===== config.mk =====
export PLATFORM = sky130hd
export DESIGN_NAME = topk_threshold_select_core
export DESIGN_NICKNAME = d
export VERILOG_FILES = /design/src/rtl/tts_pkg.sv /design/src/rtl/tts_front.sv /design/src/rtl/tts_queue.sv /design/src/rtl/tts_back.sv /design/src/rtl/topk_threshold_select_core.sv
export SDC_FILE = /design/constraint.sdc
export NUM_CORES = 2
export LEC_CHECK = 0
export BUFFER_PORTS_ARGS = -buffer_cell sky130_fd_sc_hd__buf_2
export CORE_ASPECT_RATIO = 0.8
export CORE_UTILIZATION = 45
export CTS_CLUSTER_DIAMETER = 100
export DETAILED_ROUTE_END_ITERATION = 7
export GPL_TIMING_DRIVEN = 0
export HOLD_SLACK_MARGIN = 0.08
export SETUP_SLACK_MARGIN = 0.5
export SLEW_MARGIN = 30
export SYNTH_ARGS = -nofsm -noshare
export SYNTH_HDL_FRONTEND = slang
export SYNTH_SLANG_ARGS = --single-unit

===== constraint.sdc =====
create_clock -name clock -period 29.8 [get_ports clock]
set_clock_uncertainty 0.1 [all_clocks]
set_input_delay 2.98 -clock clock [delete_from_list [all_inputs] [get_ports clock]]
set_output_delay 2.98 -clock clock [all_outputs]
set_load 0.02 [all_outputs]

===== src/rtl/tts_pkg.sv =====
// Shared types and constants for the top-K threshold select core.
// Used by tts_front, tts_queue, tts_back and topk_threshold_select_core.
package tts_pkg;

   localparam int COUNT_W          = 32;
   localparam int HEAVY_W          = 13;
   localparam int HEAVY_FIELD_MAX  = 8191;
   localparam int NUM_ANOMS_W      = 5;
   localparam int CSR_INDEX_W      = 1;
   localparam int CSR_DATA_W       = 32;

   localparam int MAX_ANOMS_DEF    = 16;
   localparam int ROW_COUNTERS_DEF = 4096;
   localparam int QUEUE_DEPTH      = 4;

   localparam logic [CSR_INDEX_W-1:0] CSR_MIN_THRESHOLD = 1'b0;
   localparam logic [CSR_INDEX_W-1:0] CSR_NUM_ANOMS     = 1'b1;

   typedef enum logic [1:0] {
      STATUS_NONE = 2'd0,
      STATUS_MIN  = 2'd1,
      STATUS_KTH  = 2'd2
   } status_type;

   // One classified counter as it travels from front to back.
   typedef struct packed {
      logic [COUNT_W-1:0] count;
      logic               heavy;
      logic               last;
      logic [HEAVY_W-1:0] heavy_total;
   } entry_type;

endpackage


===== src/rtl/tts_front.sv =====
// Front end: classifies each counter against the minimum and keeps the
// saturating heavy count of the row. Depends on tts_pkg.
module tts_front #(
   parameter int ROW_COUNTERS = tts_pkg::ROW_COUNTERS_DEF
) (
   input  logic                         clock,
   input  logic                         reset,
   input  logic                         req_valid,
   input  logic [tts_pkg::COUNT_W-1:0]  req_count,
   input  logic                         req_last,
   input  logic [tts_pkg::COUNT_W-1:0]  min_threshold,
   input  logic                         queue_full,
   output logic                         req_stall,
   output logic                         push,
   output tts_pkg::entry_type           push_entry
);

   localparam int HEAVY_CAP_I = (ROW_COUNTERS < tts_pkg::HEAVY_FIELD_MAX) ?
                                ROW_COUNTERS : tts_pkg::HEAVY_FIELD_MAX;
   localparam logic [tts_pkg::HEAVY_W-1:0] HEAVY_CAP = tts_pkg::HEAVY_W'(HEAVY_CAP_I);

   logic [tts_pkg::HEAVY_W-1:0] heavy_seen_ff;
   logic [tts_pkg::HEAVY_W-1:0] heavy_seen_in;
   logic                        heavy;
   logic [tts_pkg::HEAVY_W-1:0] heavy_total;

   assign req_stall = queue_full;
   assign push      = req_valid && !queue_full;
   assign heavy     = req_count > min_threshold;

   always_comb begin
      if (heavy && (heavy_seen_ff < HEAVY_CAP)) begin
         heavy_total = heavy_seen_ff + 1'b1;
      end else begin
         heavy_total = heavy_seen_ff;
      end
   end

   always_comb begin
      push_entry.count       = req_count;
      push_entry.heavy       = heavy;
      push_entry.last        = req_last;
      push_entry.heavy_total = heavy_total;
   end

   // Restart the tally after the last counter of a row.
   always_comb begin
      heavy_seen_in = heavy_seen_ff;
      if (push) begin
         heavy_seen_in = req_last ? '0 : heavy_total;
      end
   end

   always_ff @(posedge clock) begin
      if (reset) begin
         heavy_seen_ff <= '0;
      end else begin
         heavy_seen_ff <= heavy_seen_in;
      end
   end

   assert property (@(posedge clock) disable iff (reset) heavy_seen_ff <= HEAVY_CAP)
      else $error("heavy tally above its cap");
   assert property (@(posedge clock) disable iff (reset) push && req_last |=> heavy_seen_ff == '0)
      else $error("heavy tally not cleared after last counter");

endmodule


===== src/rtl/tts_queue.sv =====
// Short queue between front and back so each side can stall on its own.
// Depends on tts_pkg.
module tts_queue (
   input  logic               clock,
   input  logic               reset,
   input  logic               push,
   input  tts_pkg::entry_type push_entry,
   input  logic               pop,
   output logic               full,
   output logic               head_valid,
   output tts_pkg::entry_type head_entry
);

   localparam int DEPTH = tts_pkg::QUEUE_DEPTH;
   localparam int PTR_W = (DEPTH > 1) ? $clog2(DEPTH) : 1;
   localparam int CNT_W = $clog2(DEPTH + 1);
   localparam logic [CNT_W-1:0] DEPTH_C = CNT_W'(DEPTH);
   localparam logic [PTR_W-1:0] LAST_P  = PTR_W'(DEPTH - 1);

   tts_pkg::entry_type slots_ff [DEPTH];
   logic [PTR_W-1:0] wr_ptr_ff, wr_ptr_in;
   logic [PTR_W-1:0] rd_ptr_ff, rd_ptr_in;
   logic [CNT_W-1:0] fill_ff, fill_in;

   assign full       = fill_ff == DEPTH_C;
   assign head_valid = fill_ff != '0;
   assign head_entry = slots_ff[rd_ptr_ff];

   always_comb begin
      wr_ptr_in = wr_ptr_ff;
      rd_ptr_in = rd_ptr_ff;
      fill_in   = fill_ff;
      if (push) begin
         wr_ptr_in = (wr_ptr_ff == LAST_P) ? '0 : wr_ptr_ff + 1'b1;
      end
      if (pop) begin
         rd_ptr_in = (rd_ptr_ff == LAST_P) ? '0 : rd_ptr_ff + 1'b1;
      end
      if (push && !pop) begin
         fill_in = fill_ff + 1'b1;
      end else if (pop && !push) begin
         fill_in = fill_ff - 1'b1;
      end
   end

   always_ff @(posedge clock) begin
      if (reset) begin
         wr_ptr_ff <= '0;
         rd_ptr_ff <= '0;
         fill_ff   <= '0;
      end else begin
         wr_ptr_ff <= wr_ptr_in;
         rd_ptr_ff <= rd_ptr_in;
         fill_ff   <= fill_in;
      end
   end

   always_ff @(posedge clock) begin
      if (push) begin
         slots_ff[wr_ptr_ff] <= push_entry;
      end
   end

   assert property (@(posedge clock) disable iff (reset) fill_ff <= DEPTH_C)
      else $error("queue fill above depth");
   assert property (@(posedge clock) disable iff (reset) !(pop && fill_ff == '0))
      else $error("pop from empty queue");

endmodule


===== src/rtl/tts_back.sv =====
// Back end: sorted top-K register chain, result selection and the result
// register. Depends on tts_pkg.
module tts_back #(
   parameter int MAX_ANOMS = tts_pkg::MAX_ANOMS_DEF
) (
   input  logic                             clock,
   input  logic                             reset,
   input  logic                             head_valid,
   input  tts_pkg::entry_type               head_entry,
   input  logic [tts_pkg::COUNT_W-1:0]      min_threshold,
   input  logic [tts_pkg::NUM_ANOMS_W-1:0]  num_anoms,
   output logic                             pop,
   output logic                             rsp_valid,
   input  logic                             rsp_stall,
   output logic [tts_pkg::COUNT_W-1:0]      rsp_threshold,
   output logic [1:0]                       rsp_status,
   output logic [tts_pkg::HEAVY_W-1:0]      rsp_heavy_total
);

   localparam int IDX_W = (MAX_ANOMS > 1) ? $clog2(MAX_ANOMS) : 1;

   logic [tts_pkg::COUNT_W-1:0] top_counts_ff [MAX_ANOMS];
   logic [tts_pkg::COUNT_W-1:0] ins_counts    [MAX_ANOMS];
   logic [tts_pkg::COUNT_W-1:0] sel_counts    [MAX_ANOMS];
   logic [MAX_ANOMS-1:0] top_valid_ff, top_valid_in;
   logic [MAX_ANOMS-1:0] ins_valid, sel_valid;
   logic [MAX_ANOMS-1:0] ins_here, ins_prev;

   logic                        rsp_valid_ff, rsp_valid_in;
   logic [tts_pkg::COUNT_W-1:0] rsp_threshold_ff;
   tts_pkg::status_type         rsp_status_ff;
   logic [tts_pkg::HEAVY_W-1:0] rsp_heavy_total_ff;

   logic [31:0]                 k_eff;
   logic [IDX_W-1:0]            k_idx;
   logic [tts_pkg::COUNT_W-1:0] thr_next;
   tts_pkg::status_type         status_next;
   logic                        finish;

   // Hold a last item while an earlier result still waits.
   assign pop    = head_valid && (!head_entry.last || !rsp_valid_ff || !rsp_stall);
   assign finish = pop && head_entry.last;

   // Valid entries form a prefix sorted high to low, so the insert flags
   // form a thermometer and the first set flag marks the slot.
   always_comb begin
      for (int i = 0; i < MAX_ANOMS; i++) begin
         ins_here[i] = !top_valid_ff[i] || (top_counts_ff[i] < head_entry.count);
      end
      ins_prev = ins_here << 1;
   end

   for (genvar g = 0; g < MAX_ANOMS; g++) begin : g_slot
      if (g == 0) begin : g_head
         assign ins_counts[g] = ins_here[g] ? head_entry.count : top_counts_ff[g];
         assign ins_valid[g]  = ins_here[g] | top_valid_ff[g];
      end else begin : g_rest
         always_comb begin
            if (!ins_here[g]) begin
               ins_counts[g] = top_counts_ff[g];
               ins_valid[g]  = top_valid_ff[g];
            end else if (ins_prev[g]) begin
               ins_counts[g] = top_counts_ff[g-1];
               ins_valid[g]  = top_valid_ff[g-1];
            end else begin
               ins_counts[g] = head_entry.count;
               ins_valid[g]  = 1'b1;
            end
         end
      end
      assign sel_counts[g] = head_entry.heavy ? ins_counts[g] : top_counts_ff[g];
      assign sel_valid[g]  = head_entry.heavy ? ins_valid[g]  : top_valid_ff[g];
   end

   // Clip K into 1..MAX_ANOMS.
   always_comb begin
      k_eff = {{(32 - tts_pkg::NUM_ANOMS_W){1'b0}}, num_anoms};
      if (k_eff == 32'd0) begin
         k_eff = 32'd1;
      end else if (k_eff > 32'(MAX_ANOMS)) begin
         k_eff = 32'(MAX_ANOMS);
      end
      k_idx = IDX_W'(k_eff - 32'd1);
   end

   always_comb begin
      if (head_entry.heavy_total == '0) begin
         status_next = tts_pkg::STATUS_NONE;
         thr_next    = '0;
      end else if ({{(32 - tts_pkg::HEAVY_W){1'b0}}, head_entry.heavy_total} <= k_eff) begin
         status_next = tts_pkg::STATUS_MIN;
         thr_next    = min_threshold;
      end else begin
         status_next = tts_pkg::STATUS_KTH;
         thr_next    = sel_valid[k_idx] ? sel_counts[k_idx] : '0;
      end
   end

   always_comb begin
      top_valid_in = top_valid_ff;
      if (finish) begin
         top_valid_in = '0;
      end else if (pop && head_entry.heavy) begin
         top_valid_in = ins_valid;
      end
   end

   always_comb begin
      rsp_valid_in = rsp_valid_ff;
      if (finish) begin
         rsp_valid_in = 1'b1;
      end else if (rsp_valid_ff && !rsp_stall) begin
         rsp_valid_in = 1'b0;
      end
   end

   always_ff @(posedge clock) begin
      if (reset) begin
         top_valid_ff <= '0;
         rsp_valid_ff <= 1'b0;
      end else begin
         top_valid_ff <= top_valid_in;
         rsp_valid_ff <= rsp_valid_in;
      end
   end

   always_ff @(posedge clock) begin
      if (pop && head_entry.heavy) begin
         for (int i = 0; i < MAX_ANOMS; i++) begin
            top_counts_ff[i] <= ins_counts[i];
         end
      end
      if (finish) begin
         rsp_threshold_ff   <= thr_next;
         rsp_status_ff      <= status_next;
         rsp_heavy_total_ff <= head_entry.heavy_total;
      end
   end

   assign rsp_valid       = rsp_valid_ff;
   assign rsp_threshold   = rsp_threshold_ff;
   assign rsp_status      = rsp_status_ff;
   assign rsp_heavy_total = rsp_heavy_total_ff;

   assert property (@(posedge clock) disable iff (reset)
                    ((top_valid_ff >> 1) & ~top_valid_ff) == '0)
      else $error("chain valid bits not a prefix");
   assert property (@(posedge clock) disable iff (reset) finish |=> top_valid_ff == '0)
      else $error("chain not cleared after row end");
   assert property (@(posedge clock) disable iff (reset)
                    rsp_valid_ff && rsp_stall |-> !finish)
      else $error("result overwritten while stalled");

endmodule


===== src/rtl/topk_threshold_select_core.sv =====
// Top level of the top-K threshold select core: configuration registers,
// front classifier, queue and top-K back end. Depends on tts_pkg and submodules.
//
//   channel | ports                                        | direction
//   req     | req_valid req_stall req_count req_last       | in (stall out)
//   rsp     | rsp_valid rsp_stall rsp_threshold rsp_status  | out (stall in)
//           | rsp_heavy_total                              |
//   csr     | csr_write csr_index csr_wdata                | in, write only
//
// One counter per cycle while req_stall is low; the top-K chain inserts as it pops.
// With the queue empty, a row's last counter passes a queue slot and then the
// result register before its result is valid, unless an earlier result waits.
// The 4-entry queue lets the front keep taking counters while a result waits.
// Synchronous reset clears control and chain valid bits, zeroes the minimum and sets K to 1.
module topk_threshold_select_core #(
   parameter int MAX_ANOMS    = tts_pkg::MAX_ANOMS_DEF,
   parameter int ROW_COUNTERS = tts_pkg::ROW_COUNTERS_DEF
) (
   input  logic                            clock,
   input  logic                            reset,
   input  logic                            req_valid,
   output logic                            req_stall,
   input  logic [tts_pkg::COUNT_W-1:0]     req_count,
   input  logic                            req_last,
   output logic                            rsp_valid,
   input  logic                            rsp_stall,
   output logic [tts_pkg::COUNT_W-1:0]     rsp_threshold,
   output logic [1:0]                      rsp_status,
   output logic [tts_pkg::HEAVY_W-1:0]     rsp_heavy_total,
   input  logic                            csr_write,
   input  logic [tts_pkg::CSR_INDEX_W-1:0] csr_index,
   input  logic [tts_pkg::CSR_DATA_W-1:0]  csr_wdata
);

   logic [tts_pkg::COUNT_W-1:0]     min_threshold_ff, min_threshold_in;
   logic [tts_pkg::NUM_ANOMS_W-1:0] num_anoms_ff, num_anoms_in;

   logic               push, pop, queue_full, head_valid;
   tts_pkg::entry_type push_entry, head_entry;

   always_comb begin
      min_threshold_in = min_threshold_ff;
      num_anoms_in     = num_anoms_ff;
      if (csr_write) begin
         unique case (csr_index)
            tts_pkg::CSR_MIN_THRESHOLD: min_threshold_in = csr_wdata;
            tts_pkg::CSR_NUM_ANOMS:     num_anoms_in = csr_wdata[tts_pkg::NUM_ANOMS_W-1:0];
            default: ;
         endcase
      end
   end

   always_ff @(posedge clock) begin
      if (reset) begin
         min_threshold_ff <= '0;
         num_anoms_ff     <= tts_pkg::NUM_ANOMS_W'(1);
      end else begin
         min_threshold_ff <= min_threshold_in;
         num_anoms_ff     <= num_anoms_in;
      end
   end

   tts_front #(
      .ROW_COUNTERS (ROW_COUNTERS)
   ) u_front (
      .clock         (clock),
      .reset         (reset),
      .req_valid     (req_valid),
      .req_count     (req_count),
      .req_last      (req_last),
      .min_threshold (min_threshold_ff),
      .queue_full    (queue_full),
      .req_stall     (req_stall),
      .push          (push),
      .push_entry    (push_entry)
   );

   tts_queue u_queue (
      .clock      (clock),
      .reset      (reset),
      .push       (push),
      .push_entry (push_entry),
      .pop        (pop),
      .full       (queue_full),
      .head_valid (head_valid),
      .head_entry (head_entry)
   );

   tts_back #(
      .MAX_ANOMS (MAX_ANOMS)
   ) u_back (
      .clock           (clock),
      .reset           (reset),
      .head_valid      (head_valid),
      .head_entry      (head_entry),
      .min_threshold   (min_threshold_ff),
      .num_anoms       (num_anoms_ff),
      .pop             (pop),
      .rsp_valid       (rsp_valid),
      .rsp_stall       (rsp_stall),
      .rsp_threshold   (rsp_threshold),
      .rsp_status      (rsp_status),
      .rsp_heavy_total (rsp_heavy_total)
   );

endmodule

# Word level (Yosys, flattened, before mapping)
# Memory sizes are Yosys's and may differ from the RTL's. A register that Yosys moved wholly into a read port is not among the register bits.
# Cells that the tools add are included.
# word_totals
ff_bits	121
mem_bits_rw	700
in_bits	71
word_cells	220
mem_count	2
# mem_list
name	words	width	rd	rd_ports_with_merged_regs	wr	line	rtl
u_back.top_counts_ff	16	32	16	0	16	tts_back.sv:22	logic [tts_pkg::COUNT_W-1:0] top_counts_ff [MAX_ANOMS];
u_queue.slots_ff	4	47	1	1	1	tts_queue.sv:20	tts_pkg::entry_type slots_ff [DEPTH];
# op_classes
n_addsub	6
order_cmp	22
eq_ne	3
n_mux	117
bitwise	3
n_reduce_logical	56
# ops
cell	count
32-bit two-way mux	51
32-bit < comparator	16
32-bit binary-select mux with 4-bit select	1
1-bit two-way mux	53
32-bit > comparator	1
13-bit two-way mux	2
1-bit logical NOT	22
1-bit logical OR	18
13-bit by 1-bit adder with 13-bit output, second input constant	1
13-bit by 5-bit <= comparator with 1-bit output	1
13-bit logical NOT	1
13-bit < comparator, second input constant	1
2-bit two-way mux	5
5-bit two-way mux	2
1-bit logical AND	8
3-bit two-way mux	2
5-bit >= comparator, second input constant	1
5-bit > comparator, second input constant	1
5-bit logical NOT	1
4-bit by 5-bit < comparator with 1-bit output, second input constant	1
4-bit inverter with 5-bit output	1
2-bit by 1-bit adder with 2-bit output, second input constant	2
1-bit binary-select mux with 4-bit select	1
2-bit == test, second input constant	2
other kinds (10)	12

# Longest topological paths before layout
# An unclocked memory read counts as a cell.
# logic_depth
depth_word	11
ltp_mapped	22

# Cells and area by module
# Synthesis repeated with hierarchy kept, for this count alone.
# unflattened
hier_cells	6275
area_unflattened_um2	58876.5
# by_module_without_submodules
module	n_inst	cells_each	area_each_um2	seq_area_each_um2
tts_back	1	5554	47979.8	17126.4
tts_queue	1	289	7248.2	5825.6
tts_front	1	270	1998.2	260.2
topk_threshold_select_core	1	162	1650.3	740.7

# Worst setup path after synthesis
# Ideal clock, no wire load.
# synth_path
kind	input to register
from	in rsp_stall
to	reg u_back.top_valid_ff[14]
t_arrival_ns	18.339
slack_ns	10.596
cell_stages	5
n_path_buf	1
path_cell_list	a31oi_1 > nand2_1 > inv_1 > clkbuf_1 > a311oi_1
# synth_between
elab_chain_len	5
# synth_rtl
element	line	rtl
start, declared	topk_threshold_select_core.sv:26	input logic rsp_stall,
1-bit logical NOT (*)	tts_back.sv:41	assign pop = head_valid && (!head_entry.last || !rsp_valid_ff || !rsp_stall);
1-bit logical OR (*)	tts_back.sv:41	
1-bit logical AND (*)	tts_back.sv:41	
1-bit logical AND	tts_back.sv:42	assign finish = pop && head_entry.last;
2-bit OR reduction (no source line)	-	
end signal, assigned	tts_back.sv:122	top_valid_ff <= top_valid_in;
end, declared	tts_back.sv:25	logic [MAX_ANOMS-1:0] top_valid_ff, top_valid_in;
# Every way passes the cells marked *; elsewhere a longest branch is shown, timed or not.
# A chain may end at the register's enable or synchronous reset.

==> results.txt <==
- Clock Latency Late Sink: 0.78 ns
* Die X-Extent: 407 um
- Port bufs: 118
- Number of antenna violations at the first check in global routing: 28
- Root buffer selected by CTS: clkbuf_16
* Crit end category: flop
- H-tree levels: 3
- For this configuration, the core starts out at a cell density of 45.4%.
- The smallest clock period supported by the final layout is computed as 9.95 ns.
- The core region is 130000 um2.
* Total routed wirelength: 336000 um
- Number of storage elements in the synthesis netlist: 823
* Synth Flop Type: edfxtp_1
- Syn_nets: 6775
- Cell count after placement: 8088
- Traced cell by cell, the critical path runs through buf_2, buf_2, clkbuf_1, clkbuf_1, mux4_2, inv_4, buf_16, ha_1, nand4_1, nor4_1, nand4_1, o211a_1, a211oi_1, o21ai_0, nor3_2, o41ai_1, o221ai_1.
* Max-cap check violation count: 0
* # rows: 118
- Leaving out filler cells and counting taps, the final layout contains 8301.
* Pins Over Slew Limit: 0
* Die Span Y: 326 um
- Sum of net half-perimeters after detailed placement: 259000 um
- Smallest hold slack: 0.364 ns
- Highest attainable clock frequency: 0.101 GHz
* CTS tree: done
- Number of endpoints failing setup at the final stage: 0
* Hold Path Class: flop to flop
- CTS clk-pin slew, worst paths: 0.07 ns
- DRC violations left: 0
- Via-per-instance ratio: 7.18
- After detailed routing, the average wire length per cell comes to 40.5 um.
- Overall die area: 132000 um2
- At the end of routability-driven placement, the weighted congestion stood at 1.11.
* Largest buffer count on any clock path: 3
* Setup Total Neg Slack: 0 ns
- Once detail routing completed, the nets flagged for antenna violations numbered 0.
- In the synthesized netlist the async set-or-reset flop fraction comes to 0%.
* Fraction of the cycle the final worst path needs: 33.4%
* All-layer global routing usage: 49.5%
- Biggest cell delay along the critical path: 1.11 ns
- Post-CTS setup repair buffer count: 0
- In the final layout, the multi-input gates occupy 32700 um2.
- Yosys printed 0 warnings.
* Cell family with the largest share of critical-path delay: buffers and inverters
- Measured slew at the worst slew-check pin: 1.14 ns
- For the worst setup path, the data required time is 30.13 ns.
- The synthesized netlist occupies a cell area of 58900 um2.
- Area growth syn-to-layout: 13.4%
- The share of the Yosys chip area taken by registers is 40.7%.
- Overall via count from detail_route: 59600
- The first detailed-routing pass ran for 7 iterations.
* Maximum number of pins on one net before global-route repair: 45
- DRT iter0 DRCs: 10400
- Type of the worst setup path: flop to flop
- Number of synthesized flops with an enable pin: 747
* Arrival time of data at the critical path endpoint: 10.28 ns
- Residual overflow from global routing: 0
- Headroom to the max-slew limit came out at 23.5%.
- Counting both buffers and inverters, the worst setup path holds a total of 6.
- Number of global-route vias before repair: 53700
- Slowest cell on crit path: mux4_2
- Cells with a size suffix above 1 make up 11.8% of the layout.
- Final count of hold timing violations: 0
- The tree built by TritonCTS fans out to 823 sinks.
- Setup repair after global routing left no endpoint under its margin.
* Hold bufs inserted after CTS: 0
- Clock buffers created by TritonCTS: 98
* Outcome: complete, no violations
- The first global-routing pass estimated 449000 um of wire.
* Count of cell types in the netlist: 109
- Number of nets in the layout: 7061
* Worst Setup Start Kind: flop
- Filler Cells Inserted: 12200
* Total I/O pin count: 120
- Instance count of the mapped netlist: 6162
- Averaged over all synthesized cells, the footprint is 9.56 um2.
- Max FO, Critical Path: 12
* # resized after CTS: 0
- Once layout is complete, the utilization of the core stands at 51.5%.
- FF/Latch Area: 24000 um2
-- state kept, by name (all words and copies together) (netlist names), named ones only --
register / count
u_queue.slots_ff: 188
u_front.heavy_seen_ff: 13
u_back.rsp_heavy_total: 13
u_back.rsp_threshold: 32
u_queue.wr_ptr_ff: 2
u_queue.rd_ptr_ff: 2
u_back.top_counts_ff: 512
u_queue.fill_ff: 3
num_anoms_ff: 5
min_threshold_ff: 32
u_back.top_valid_ff: 16
u_back.rsp_valid: 1
u_back.rsp_status: 2
-- worst paths after layout --
kind | slack (ns) | depth (start not counted) | end | start
max | 19.85 | 17 | u_back.rsp_threshold[0]$_SDFFCE_PN0P_ | flop
min | 0.36 | 2 | min_threshold_ff[26]$_SDFFE_PP0P_ | min_threshold_ff[26]$_SDFFE_PP0P_
min reg2reg | 0.36 | 2 | min_threshold_ff[26]$_SDFFE_PP0P_ | min_threshold_ff[26]$_SDFFE_PP0P_
max reg2reg | 19.85 | 17 | u_back.rsp_threshold[0]$_SDFFCE_PN0P_ | flop
-- final cells by class --
class                   count  share of cell area (%)
clock buffers             122                    3.88
repair buffers            186                    3.24
clock inverters            57                   0.957
plain buffers             425                    2.75
diodes                     34                   0.127
inverters                 163                   0.974
flip-flops and latches    823                    35.9
well taps                1740                    3.26
multi-input cells        4751                    49.0
-- kinds of logic after synthesis --
logic type      after synthesis  share of synthesized area (%)
fa+ha+maj                   542                           11.5
compound gates             2064                           22.4
simple gates               1705                           12.7
xor+xnor                     15                          0.223
mux                         425                           8.43
buf+inv                     588                           4.03
flops                       823                           40.7
-- cells in the final DEF (no fill, tap or decap), types with 113 or more instances in the layout --
cell and instances:
nand3_1 113, buf_2 206, nor2_1 683, inv_1 130
ha_1 541, a21oi_1 833, edfxtp_1 747, mux2_2 113
mux2i_1 263, clkbuf_1 246, o21ai_0 327, nand2_1 539
-- per-layer routing --
metal  global-route usage [%]  share of wire, %  vias up
met2                     63.9                38     4776
met4                     33.4               8.3       28
li1                         -                 -    24400
met5                     5.51              0.37        -
met3                     21.8                16     1065
met1                     65.2                38    29300
-- per-stage QoR --
step                      instance area [um2]  worst slack, ns
after floorplan                         58900            10.60
after global placement                  61700            0.499
after detailed placement                63500            20.66
after CTS                               66700            20.61
after global routing                    66800            20.13
final                                   66800            19.85
-- tightest hold or removal path, stage by stage, from the launching register on --
cell and delay [ns]:
dfxtp_1 0.31, nand2_1 0.05, a21oi_1 0.06
-- cells in the mapped netlist, types with 22 or more instances --
master,number,area [um2]
edfxtp_1,747,22400
a221o_1,23,230
buf_2,86,430
nor4_1,25,156
nand2_1,540,2030
mux4_2,44,991
o21a_1,57,428
o211ai_1,82,616
nor3_1,103,515
clkbuf_1,278,1040
o22ai_1,66,413
a221oi_1,64,561
and3_1,23,144
nor2_1,683,2560
a21oi_1,834,4170
mux2i_1,264,2640
inv_1,158,593
o221ai_1,74,648
dfxtp_1,76,1520
or3_1,23,144
o21ai_0,327,1640
mux2_2,113,1270
nand3_1,113,566
o2111ai_1,24,210
a211o_1,40,350
and4_1,22,193
a21o_1,61,458
buf_1,48,180
nand4_1,102,638
a211oi_1,105,788
a31oi_1,75,469
ha_1,541,6770
Power is left out: the tool's default activity adds up to more than one toggle a clock period on the data nets, which glitch-free logic cannot reach.
